## config.mk

```make
export PLATFORM = sky130hd
export DESIGN_NAME = periodic_task_slot_scheduler
export DESIGN_NICKNAME = d
export VERILOG_FILES = /design/src/hw/rtl/ptss_pkg.sv /design/src/hw/rtl/ptss_dp.sv /design/src/hw/rtl/ptss_ctrl.sv /design/src/hw/rtl/periodic_task_slot_scheduler.sv
export SDC_FILE = /design/constraint.sdc
export NUM_CORES = 1
export LEC_CHECK = 0
export BUFFER_PORTS_ARGS = -buffer_cell sky130_fd_sc_hd__buf_2
export CORE_ASPECT_RATIO = 1.4
export CORE_UTILIZATION = 50
export CTS_BUF_LIST = sky130_fd_sc_hd__clkbuf_16
export CTS_CLUSTER_SIZE = 16
export DETAILED_ROUTE_END_ITERATION = 8
export PLACE_DENSITY = 0.69
export SETUP_SLACK_MARGIN = 0.3
export SYNTH_ARGS = -nofsm -noshare
export SYNTH_HDL_FRONTEND = slang
export SYNTH_SLANG_ARGS = --single-unit
```

## constraint.sdc

```tcl
create_clock -name clk -period 5.1 [get_ports clk]
set_input_delay 1.02 -clock clk [delete_from_list [all_inputs] [get_ports clk]]
set_output_delay 1.02 -clock clk [all_outputs]
set_load 0.05 [all_outputs]
```

## src/hw/rtl/ptss_pkg.sv

```systemverilog
// ============================================================================
// ptss_pkg
// Shared types and constants of the periodic task slot scheduler: action and
// slot state codes, controller states, and the command and status bundles.
// ============================================================================
package ptss_pkg;

	// Defaults of the top-level parameters
	localparam int SLOTS_DEF     = 8;
	localparam int TIME_BITS_DEF = 32;

	// Request layout (tuser holds the action, tdata the rest)
	localparam int ACT_W        = 3;
	localparam int SLOT_FIELD_W = 8;
	localparam int FIELD_TIME_W = 32;
	localparam int SLOT_LSB     = 0;
	localparam int HDL_BIT      = 8;
	localparam int PER_LSB      = 9;
	localparam int START_LSB    = 41;
	localparam int NOW_LSB      = 73;
	localparam int IN_DATA_W    = 112;

	// Result layout (tuser holds the kind, tdata the rest)
	localparam int OUT_SLOT_W = 3;
	localparam int TS_W       = 2;
	localparam int OUT_DATA_W = 8;

	// Result kinds
	localparam logic KIND_REPLY = 1'b0;
	localparam logic KIND_FIRE  = 1'b1;

	// Query answer when no task is there
	localparam logic [TS_W-1:0] TS_NONE = 2'd0;

	typedef enum logic [ACT_W-1:0] {
		ACT_ALLOC      = 3'd0,
		ACT_DELETE     = 3'd1,
		ACT_START      = 3'd2,
		ACT_STOP       = 3'd3,
		ACT_SET_PERIOD = 3'd4,
		ACT_QUERY      = 3'd5,
		ACT_TICK       = 3'd6,
		ACT_FAIL       = 3'd7
	} act_t;

	// Slot state codes double as the query answer
	typedef enum logic [1:0] {
		ST_EMPTY    = 2'd0,
		ST_DISABLED = 2'd1,
		ST_ENABLED  = 2'd2
	} slot_st_t;

	typedef enum logic [2:0] {
		F_IDLE,
		F_EXEC,
		F_ALLOC,
		F_TICK_RD,
		F_TICK_EV,
		F_TICK_END
	} fsm_t;

	// Which result the output register loads
	typedef enum logic [1:0] {
		EM_REPLY,
		EM_FIRE_MID,
		EM_FIRE_LAST
	} emit_t;

	// Which value goes into the time table
	typedef enum logic [1:0] {
		TM_ALLOC,
		TM_SETPER,
		TM_TICK
	} tm_src_t;

	typedef struct packed {
		logic     load_req;
		logic     idx_clr;
		logic     idx_inc;
		logic     pend_clr;
		logic     pend_load;
		logic     emit;
		emit_t    emit_sel;
		logic     err;
		logic     give_idx;
		logic     give_state;
		logic     st_wr;
		logic     st_at_idx;
		slot_st_t st_val;
		logic     tm_wr;
		tm_src_t  tm_src;
	} cmd_t;

	typedef struct packed {
		act_t act;
		logic handler;
		logic in_range;
		logic present;
		logic scan_empty;
		logic scan_fire;
		logic scan_due;
		logic idx_last;
		logic pend;
		logic out_free;
	} sts_t;

endpackage

```

## src/hw/rtl/ptss_dp.sv

```systemverilog
// ============================================================================
// ptss_dp
// Datapath: request register, slot state table, period and due-time memories,
// scan counter, pending fire event and the output register.
// ============================================================================
module ptss_dp import ptss_pkg::*; #(
	parameter int SLOTS     = SLOTS_DEF,
	parameter int TIME_BITS = TIME_BITS_DEF
) (
	input  logic                  clk,
	input  logic                  arst_n,
	input  logic [ACT_W-1:0]      s_tuser,
	input  logic [IN_DATA_W-1:0]  s_tdata,
	input  cmd_t                  cmd,
	output sts_t                  sts,
	output logic                  m_tvalid,
	input  logic                  m_tready,
	output logic                  m_tuser,
	output logic [OUT_DATA_W-1:0] m_tdata,
	output logic                  m_tlast
);

	localparam int SLOT_W = (SLOTS > 1) ? $clog2(SLOTS) : 1;

	act_t                    req_act_q;
	logic [SLOT_FIELD_W-1:0] req_slot_q;
	logic                    req_hdl_q;
	logic [TIME_BITS-1:0]    req_per_q;
	logic [TIME_BITS-1:0]    req_start_q;
	logic [TIME_BITS-1:0]    req_now_q;

	slot_st_t             slot_state_q [SLOTS];
	logic [TIME_BITS-1:0] per_mem_q [SLOTS];
	logic [TIME_BITS-1:0] due_mem_q [SLOTS];
	logic [TIME_BITS-1:0] per_rd_q;
	logic [TIME_BITS-1:0] due_rd_q;

	logic [SLOT_W-1:0] idx_q;
	logic              pend_q;
	logic [SLOT_W-1:0] pend_slot_q;

	logic                  out_valid_q;
	logic                  out_kind_q;
	logic                  out_err_q;
	logic [OUT_SLOT_W-1:0] out_slot_q;
	logic [TS_W-1:0]       out_ts_q;
	logic                  out_last_q;

	logic [SLOT_W-1:0]     slot_idx;
	logic                  in_range;
	slot_st_t              cur_state;
	slot_st_t              scan_state;
	logic [SLOT_W-1:0]     st_addr;
	logic [SLOT_W-1:0]     wr_addr;
	logic [TIME_BITS-1:0]  add_b;
	logic [TIME_BITS-1:0]  due_wr;
	logic                  out_free;
	logic                  nx_kind;
	logic                  nx_err;
	logic [OUT_SLOT_W-1:0] nx_slot;
	logic [TS_W-1:0]       nx_ts;
	logic                  nx_last;

	// Capture the request; time fields wrap at TIME_BITS
	always_ff @(posedge clk) begin
		if (cmd.load_req) begin
			req_act_q   <= act_t'(s_tuser);
			req_slot_q  <= s_tdata[SLOT_LSB +: SLOT_FIELD_W];
			req_hdl_q   <= s_tdata[HDL_BIT];
			req_per_q   <= TIME_BITS'(s_tdata[PER_LSB +: FIELD_TIME_W]);
			req_start_q <= TIME_BITS'(s_tdata[START_LSB +: FIELD_TIME_W]);
			req_now_q   <= TIME_BITS'(s_tdata[NOW_LSB +: FIELD_TIME_W]);
		end
	end

	assign slot_idx   = req_slot_q[SLOT_W-1:0];
	assign in_range   = req_slot_q < SLOT_FIELD_W'(SLOTS);
	assign cur_state  = slot_state_q[slot_idx];
	assign scan_state = slot_state_q[idx_q];

	// Slot state table, all empty after reset
	assign st_addr = cmd.st_at_idx ? idx_q : slot_idx;

	always_ff @(posedge clk or negedge arst_n) begin
		if (!arst_n) begin
			for (int i = 0; i < SLOTS; i++) begin
				slot_state_q[i] <= ST_EMPTY;
			end
		end else if (cmd.st_wr) begin
			slot_state_q[st_addr] <= cmd.st_val;
		end
	end

	// Period and due-time memories: one write port, one registered read at the scan index
	assign wr_addr = (cmd.tm_src == TM_SETPER) ? slot_idx : idx_q;
	assign add_b   = (cmd.tm_src == TM_TICK) ? per_rd_q : req_per_q;
	assign due_wr  = (cmd.tm_src == TM_ALLOC) ? req_start_q : req_now_q + add_b;

	always_ff @(posedge clk) begin
		if (cmd.tm_wr && cmd.tm_src != TM_TICK) begin
			per_mem_q[wr_addr] <= req_per_q;
		end
		if (cmd.tm_wr) begin
			due_mem_q[wr_addr] <= due_wr;
		end
		per_rd_q <= per_mem_q[idx_q];
		due_rd_q <= due_mem_q[idx_q];
	end

	// Scan counter and pending fire event
	always_ff @(posedge clk or negedge arst_n) begin
		if (!arst_n) begin
			idx_q       <= '0;
			pend_q      <= 1'b0;
			pend_slot_q <= '0;
		end else begin
			if (cmd.idx_clr) begin
				idx_q <= '0;
			end else if (cmd.idx_inc) begin
				idx_q <= idx_q + SLOT_W'(1);
			end
			if (cmd.pend_clr) begin
				pend_q <= 1'b0;
			end else if (cmd.pend_load) begin
				pend_q      <= 1'b1;
				pend_slot_q <= idx_q;
			end
		end
	end

	// Select the result to load
	always_comb begin
		nx_kind = KIND_REPLY;
		nx_err  = 1'b0;
		nx_slot = '0;
		nx_ts   = TS_NONE;
		nx_last = 1'b1;
		case (cmd.emit_sel)
			EM_REPLY: begin
				nx_err  = cmd.err;
				nx_slot = cmd.give_idx ? OUT_SLOT_W'(idx_q) : '0;
				nx_ts   = cmd.give_state ? TS_W'(cur_state) : TS_NONE;
			end
			EM_FIRE_MID: begin
				nx_kind = KIND_FIRE;
				nx_slot = OUT_SLOT_W'(pend_slot_q);
				nx_last = 1'b0;
			end
			EM_FIRE_LAST: begin
				nx_kind = KIND_FIRE;
				nx_slot = OUT_SLOT_W'(pend_slot_q);
			end
			default: begin
				nx_err = 1'b1;
			end
		endcase
	end

	// Output register: hold until taken
	assign out_free = !out_valid_q || m_tready;

	always_ff @(posedge clk or negedge arst_n) begin
		if (!arst_n) begin
			out_valid_q <= 1'b0;
		end else if (cmd.emit) begin
			out_valid_q <= 1'b1;
		end else if (m_tready) begin
			out_valid_q <= 1'b0;
		end
	end

	always_ff @(posedge clk) begin
		if (cmd.emit) begin
			out_kind_q <= nx_kind;
			out_err_q  <= nx_err;
			out_slot_q <= nx_slot;
			out_ts_q   <= nx_ts;
			out_last_q <= nx_last;
		end
	end

	assign m_tvalid = out_valid_q;
	assign m_tuser  = out_kind_q;
	assign m_tdata  = {2'b00, out_ts_q, out_slot_q, out_err_q};
	assign m_tlast  = out_last_q;

	// Status toward the controller
	always_comb begin
		sts            = '0;
		sts.act        = req_act_q;
		sts.handler    = req_hdl_q;
		sts.in_range   = in_range;
		sts.present    = in_range && (cur_state != ST_EMPTY);
		sts.scan_empty = scan_state == ST_EMPTY;
		sts.scan_fire  = (scan_state == ST_ENABLED)
			&& ((per_rd_q == '0) || (due_rd_q < req_now_q));
		sts.scan_due   = (scan_state == ST_ENABLED) && (per_rd_q != '0)
			&& (due_rd_q < req_now_q);
		sts.idx_last   = idx_q == SLOT_W'(SLOTS - 1);
		sts.pend       = pend_q;
		sts.out_free   = out_free;
	end

endmodule

```

## src/hw/rtl/ptss_ctrl.sv

```systemverilog
// ============================================================================
// ptss_ctrl
// Controller: decodes the held request, steps the alloc and tick scans over
// the slots and schedules each result into the output register.
// ============================================================================
module ptss_ctrl import ptss_pkg::*; (
	input  logic clk,
	input  logic arst_n,
	input  logic s_tvalid,
	output logic s_tready,
	input  sts_t sts,
	output cmd_t cmd
);

	fsm_t state_q;
	fsm_t state_nx;

	// State register
	always_ff @(posedge clk or negedge arst_n) begin
		if (!arst_n) begin
			state_q <= F_IDLE;
		end else begin
			state_q <= state_nx;
		end
	end

	// Next state and commands
	always_comb begin
		state_nx     = state_q;
		cmd          = '0;
		cmd.emit_sel = EM_REPLY;
		cmd.st_val   = ST_EMPTY;
		cmd.tm_src   = TM_ALLOC;
		s_tready     = 1'b0;
		case (state_q)
			F_IDLE: begin
				s_tready     = 1'b1;
				cmd.load_req = s_tvalid;
				if (s_tvalid) begin
					state_nx = F_EXEC;
				end
			end
			F_EXEC: begin
				case (sts.act)
					ACT_ALLOC: begin
						if (sts.handler) begin
							cmd.idx_clr = 1'b1;
							state_nx    = F_ALLOC;
						end else if (sts.out_free) begin
							cmd.emit = 1'b1;
							cmd.err  = 1'b1;
							state_nx = F_IDLE;
						end
					end
					ACT_TICK: begin
						cmd.idx_clr  = 1'b1;
						cmd.pend_clr = 1'b1;
						state_nx     = F_TICK_RD;
					end
					default: begin
						// Single-slot actions: update and reply together
						if (sts.out_free) begin
							cmd.emit = 1'b1;
							state_nx = F_IDLE;
							case (sts.act)
								ACT_DELETE: begin
									cmd.err    = !sts.in_range;
									cmd.st_wr  = sts.in_range;
									cmd.st_val = ST_EMPTY;
								end
								ACT_START: begin
									cmd.err    = !sts.present;
									cmd.st_wr  = sts.present;
									cmd.st_val = ST_ENABLED;
								end
								ACT_STOP, ACT_FAIL: begin
									cmd.err    = !sts.present;
									cmd.st_wr  = sts.present;
									cmd.st_val = ST_DISABLED;
								end
								ACT_SET_PERIOD: begin
									cmd.err    = !sts.present;
									cmd.tm_wr  = sts.present;
									cmd.tm_src = TM_SETPER;
								end
								ACT_QUERY: begin
									cmd.err        = !sts.present;
									cmd.give_state = sts.present;
								end
								default: begin
									cmd.err = 1'b1;
								end
							endcase
						end
					end
				endcase
			end
			F_ALLOC: begin
				// Find the first empty slot, one slot a cycle
				if (sts.scan_empty) begin
					if (sts.out_free) begin
						cmd.emit      = 1'b1;
						cmd.give_idx  = 1'b1;
						cmd.st_wr     = 1'b1;
						cmd.st_at_idx = 1'b1;
						cmd.st_val    = ST_DISABLED;
						cmd.tm_wr     = 1'b1;
						cmd.tm_src    = TM_ALLOC;
						state_nx      = F_IDLE;
					end
				end else if (sts.idx_last) begin
					if (sts.out_free) begin
						cmd.emit = 1'b1;
						cmd.err  = 1'b1;
						state_nx = F_IDLE;
					end
				end else begin
					cmd.idx_inc = 1'b1;
				end
			end
			F_TICK_RD: begin
				state_nx = F_TICK_EV;
			end
			F_TICK_EV: begin
				// Hold while an earlier fire event cannot be handed on
				if (!(sts.scan_fire && sts.pend && !sts.out_free)) begin
					if (sts.scan_fire) begin
						cmd.pend_load = 1'b1;
						cmd.tm_wr     = sts.scan_due;
						cmd.tm_src    = TM_TICK;
						if (sts.pend) begin
							cmd.emit     = 1'b1;
							cmd.emit_sel = EM_FIRE_MID;
						end
					end
					if (sts.idx_last) begin
						state_nx = F_TICK_END;
					end else begin
						cmd.idx_inc = 1'b1;
						state_nx    = F_TICK_RD;
					end
				end
			end
			F_TICK_END: begin
				if (sts.out_free) begin
					cmd.emit     = 1'b1;
					cmd.emit_sel = sts.pend ? EM_FIRE_LAST : EM_REPLY;
					state_nx     = F_IDLE;
				end
			end
			default: begin
				state_nx = F_IDLE;
			end
		endcase
	end

endmodule

```

## src/hw/rtl/periodic_task_slot_scheduler.sv

```systemverilog
// ============================================================================
// periodic_task_slot_scheduler
// Table of periodic task slots driven by action requests; a tick request
// scans the slots and emits one fire event per slot that is due, or a reply if none is.
// ============================================================================
//
// Channel   Dir  Handshake         tuser          tdata / tlast
// s_*       in   s_tvalid/tready   action[2:0]    slot, handler_present, period,
//                                                  start_time, now
// m_*       out  m_tvalid/tready   kind           error, slot_out, task_state;
//                                                  tlast = last result of request
//
// Sequencing: one request at a time. Alloc checks one slot a cycle; in a tick
// scan each slot needs a registered read of the period/due memories and a
// compare, fire and write-back of the due time, and a final step closes the scan.
// Reset: arst_n clears every slot to empty at once; no clearing pass.
// Stalls: a held result on m_* does not block accepting the next request; the
// scan pauses only when a new result is ready and the output register is full.
//
module periodic_task_slot_scheduler import ptss_pkg::*; #(
	parameter int SLOTS     = SLOTS_DEF,
	parameter int TIME_BITS = TIME_BITS_DEF
) (
	input  logic                  clk,
	input  logic                  arst_n,
	input  logic                  s_tvalid,
	output logic                  s_tready,
	input  logic [ACT_W-1:0]      s_tuser,   // action
	input  logic [IN_DATA_W-1:0]  s_tdata,   // slot[7:0], handler_present[8], period[40:9],
	                                         // start_time[72:41], now[104:73], zeros
	output logic                  m_tvalid,
	input  logic                  m_tready,
	output logic                  m_tuser,   // kind
	output logic [OUT_DATA_W-1:0] m_tdata,   // error[0], slot_out[3:1], task_state[5:4], zeros
	output logic                  m_tlast
);

	cmd_t cmd;
	sts_t sts;

	ptss_ctrl u_ctrl (
		.clk      (clk),
		.arst_n   (arst_n),
		.s_tvalid (s_tvalid),
		.s_tready (s_tready),
		.sts      (sts),
		.cmd      (cmd)
	);

	ptss_dp #(
		.SLOTS     (SLOTS),
		.TIME_BITS (TIME_BITS)
	) u_dp (
		.clk      (clk),
		.arst_n   (arst_n),
		.s_tuser  (s_tuser),
		.s_tdata  (s_tdata),
		.cmd      (cmd),
		.sts      (sts),
		.m_tvalid (m_tvalid),
		.m_tready (m_tready),
		.m_tuser  (m_tuser),
		.m_tdata  (m_tdata),
		.m_tlast  (m_tlast)
	);

`ifndef NO_ASSERTIONS
	// A result is loaded only into a free output register
	a_emit_free: assert property (@(posedge clk) disable iff (!arst_n)
		cmd.emit |-> sts.out_free)
		else $error("result loaded over a held result");

	// No result is produced while waiting for a request
	a_idle_quiet: assert property (@(posedge clk) disable iff (!arst_n)
		s_tready |-> !cmd.emit && !cmd.st_wr && !cmd.tm_wr)
		else $error("activity while idle");

	// Fire events carry no error and no query answer
	a_fire_clean: assert property (@(posedge clk) disable iff (!arst_n)
		m_tvalid && (m_tuser == KIND_FIRE) |-> (m_tdata[0] == 1'b0)
			&& (m_tdata[5:4] == TS_NONE))
		else $error("fire event with reply fields set");

	// A held result does not change until taken
	a_out_hold: assert property (@(posedge clk) disable iff (!arst_n)
		m_tvalid && !m_tready |=> m_tvalid && $stable(m_tdata) && $stable(m_tlast))
		else $error("held result changed");
`endif

endmodule
```

==> results.json <==
{
  "cp_common_cell": "buf_4",
  "most-common-layout-cells": "628 x edfxtp_1, 256 x nand2_1, 169 x buf_4",
  "synth_edf_count": 628,
  "synthToLayoutAreaGrowth_pct": 21.4,
  "wirelength_mm": 68.5,
  "worst_slack_ns": -0.411,
  "grt_pass1_vias": 17000,
  "crit_path_end_kind": "flop",
  "relSlewSlack": 0.167,
  "hpwl_mm": 42.3,
  "synthFlopType": "edfxtp_1",
  "netlist_area_um2": 29100,
  "yosys_warnings": 0,
  "wl_per_cell_um": 23.9,
  "leakage_uw": 0.0128,
  "r2r_setup_slack_ns": -0.41,
  "fillers": 4159,
  "initial_utilization": 0.506,
  "arrival_ns": 5.88,
  "syn_avg_cell_area_um2": 16.8,
  "cts_tree": "done",
  "postSynth.asyncResetShare": 0.0376,
  "fp.dieW_um": 206,
  "ys_ff_latch": 719,
  "max_freq_mhz": 181,
  "grt_max_degree": 128,
  "ant_nets": 0,
  "numClockSinks": 719,
  "fin_skew_ns": 0.0305,
  "yosysSeqAreaShare": 0.715,
  "core_area_um2": 57500,
  "cap_violations": 0,
  "dieArea_um2": 59200,
  "cts-root-buf": "clkbuf_16",
  "p_per_area_nw_per_um2": 509,
  "rows": 104,
  "clk_latency_ns": 0.62,
  "clk_pin_slew_ns": 0.06,
  "p_total_uw": 18000,
  "vias_per_cell": 5.77,
  "antenna_found_initial": 0,
  "io_buffer_count": 121,
  "slowest_stage": "edfxtp_1",
  "min_path_type": "input pin to async pin",
  "drv_slew": 0,
  "slowest_delay_ns": 0.40,
  "htree_num_levels": 3,
  "diodes": 0,
  "num-nets-final": 2260,
  "gp_congestion": 0.861,
  "crit_required_ns": 5.46,
  "crit_path_start_kind": "flop",
  "die_h_um": 288,
  "grt_pass1_wl_mm": 102,
  "drive_gt1_frac": 0.342,
  "clk_path_buf_depth": 3,
  "crit_type": "flop to flop",
  "rsz0062_at_grt": "yes",
  "pre_cts_slack_ns": -0.692,
  "ir_drop_v": 0.000356,
  "ctsHoldBuffers": 0,
  "vias": 16600,
  "dr.pass1.iters": 5,
  "overflow": 0,
  "grt_use_total": 0.236,
  "drt_iter0_markers": 1154,
  "setup_violations": 96,
  "seq_area_um2": 20800,
  "violations": "negative setup slack",
  "ios": 131,
  "period_share": 1.08,
  "outcome": "complete, but fails checks",
  "synth_cells": 1737,
  "crit_path_max_fanout": 8,
  "post_synth_num_cell_types": 76,
  "multiInputGateArea_um2": 8810,
  "numCtsBuffers": 69,
  "worstMarginPinSlew_ns": 1.24,
  "min_period_ns": 5.51,
  "hold_viol_final": 0,
  "drc": 0,
  "final_common_cell": "edfxtp_1"
}
[sequential cells by signal, summed over array words and instances (netlist names), 2 cells and up]
signal,count
u_dp.req_act_q,3
u_dp.req_per_q,32
u_dp.idx_q,3
u_dp.per_rd_q,32
u_dp.out_ts_q,2
u_dp.per_mem_q,256
u_dp.req_now_q,32
u_dp.req_start_q,32
u_dp.due_rd_q,32
u_dp.req_slot_q,8
u_dp.pend_slot_q,3
u_dp.slot_state_q,16
u_dp.due_mem_q,256
u_ctrl.state_q,3
u_dp.out_slot_q,3
[routing by layer]
metal	vias up	GRT usage	routed length, µm
met4	0	0.100	2680
met5	-	0	0
met3	153	0.0348	3790
li1	7390	-	-
met1	8439	0.302	27200
met2	569	0.403	34900
[critical path, delay by kind of cell, from the launching register on]
family | cells | cell delay, ns
flops | 1 | 0.40
fa+ha+maj | 2 | 0.52
compound gates | 10 | 2.19
xor+xnor | 1 | 0.20
simple gates | 4 | 0.40
mux | 1 | 0.32
buf+inv | 8 | 1.21
[cell type report]
cell class                 count  share of cell area
inverter                      53             0.00563
clock inverter                54              0.0103
sequential                   719               0.589
multi-input combinational    897               0.249
tap                          742              0.0263
timing repair buffer         330              0.0682
clock buffer                  73              0.0517
[cells in the mapped netlist, drive strengths merged (2+ instances only)]
master / count / area share
o311ai: 4 / 0.0018
a311oi: 2 / 0.00060
nand2: 263 / 0.034
a221oi: 2 / 0.00082
a21boi: 2 / 0.00052
a21o: 12 / 0.0031
a32oi: 4 / 0.0012
mux4: 136 / 0.11
a21oi: 52 / 0.0091
mux2i: 3 / 0.0010
clkbuf: 34 / 0.0044
o22a: 10 / 0.0030
nor3: 22 / 0.0040
mux2: 40 / 0.015
o211ai: 5 / 0.0013
nand4: 7 / 0.0015
xnor2: 12 / 0.0036
dfxtp: 64 / 0.044
nor4: 10 / 0.0021
dfrtp: 27 / 0.023
o21bai: 2 / 0.00064
a211oi: 8 / 0.0027
nand2b: 12 / 0.0026
buf: 35 / 0.0054
nor3b: 3 / 0.00077
and3: 10 / 0.0021
o31ai: 10 / 0.0039
and2: 6 / 0.0013
o21a: 6 / 0.0015
inv: 53 / 0.0068
ha: 70 / 0.030
or3: 9 / 0.0020
xor2: 11 / 0.0033
nor2: 69 / 0.0089
o21ai: 43 / 0.0075
a31oi: 12 / 0.0026
edfxtp: 628 / 0.65
nor2b: 5 / 0.0013
nand3: 17 / 0.0029
[kinds of logic after synthesis]
| family | Yosys count | share of synthesized area |
|---|---|---|
| and+or+nand+nor | 436 | 0.0644 |
| DFF | 719 | 0.715 |
| xor gates and xnor gates | 23 | 0.00692 |
| muxes | 179 | 0.122 |
| AOI/OAI and AO/OA | 186 | 0.0451 |
| buffers and inverters | 122 | 0.0166 |
| other | 1 | 0.000129 |
| adders and majority gates | 71 | 0.0308 |
[path summary, 6_finish.rpt]
check                               startpoint               endpoint  cells past startpoint
max                         u_dp.req_now_q[20]  u_dp.due_mem_q[1][31]                     26
max reg2reg                 u_dp.req_now_q[20]  u_dp.due_mem_q[1][31]                     26
max in group asynchronous               arst_n          u_dp.idx_q[0]                      1
min reg2reg                u_dp.pend_slot_q[1]    u_dp.pend_slot_q[1]                      2
min in group clk           u_dp.pend_slot_q[1]    u_dp.pend_slot_q[1]                      2
min                                     arst_n          u_dp.m_tvalid                      1
[power breakdown]
group | switching [µW] | internal, µW
sequential | 508 | 7400
clock | 2130 | 2800
combinational | 2820 | 2340
total | 5460 | 12500
[what timing repair did]
action / 4_1_cts / 5_1_grt
setup buffers: 25 / 19
cloned: 0 / 0
resized for setup: 102 / 79
endpoints found under the setup margin: 192 / 203
pin swaps: 50 / 51
[through the flow]
| step | instances | utilization | setup TNS, ns | instance area [µm²] | hold slack (ns) |
|---|---|---|---|---|---|
| final | 2868 | 0.615 | -18.80 | 35400 | 0.431 |
| after global routing | 2868 | 0.615 | -39.53 | 35400 | 0.470 |
| after CTS | 2849 | 0.605 | -21.39 | 34800 | 0.423 |
| after detailed placement | 2697 | 0.555 | -42.17 | 31900 | 0.492 |
| after global placement | 2697 | 0.555 | -30.18 | 31900 | 0.473 |
| after floorplan | 1738 | - | 0 | 29200 | 0.450 |
Note: power is estimated with default switching activity, not from simulation.
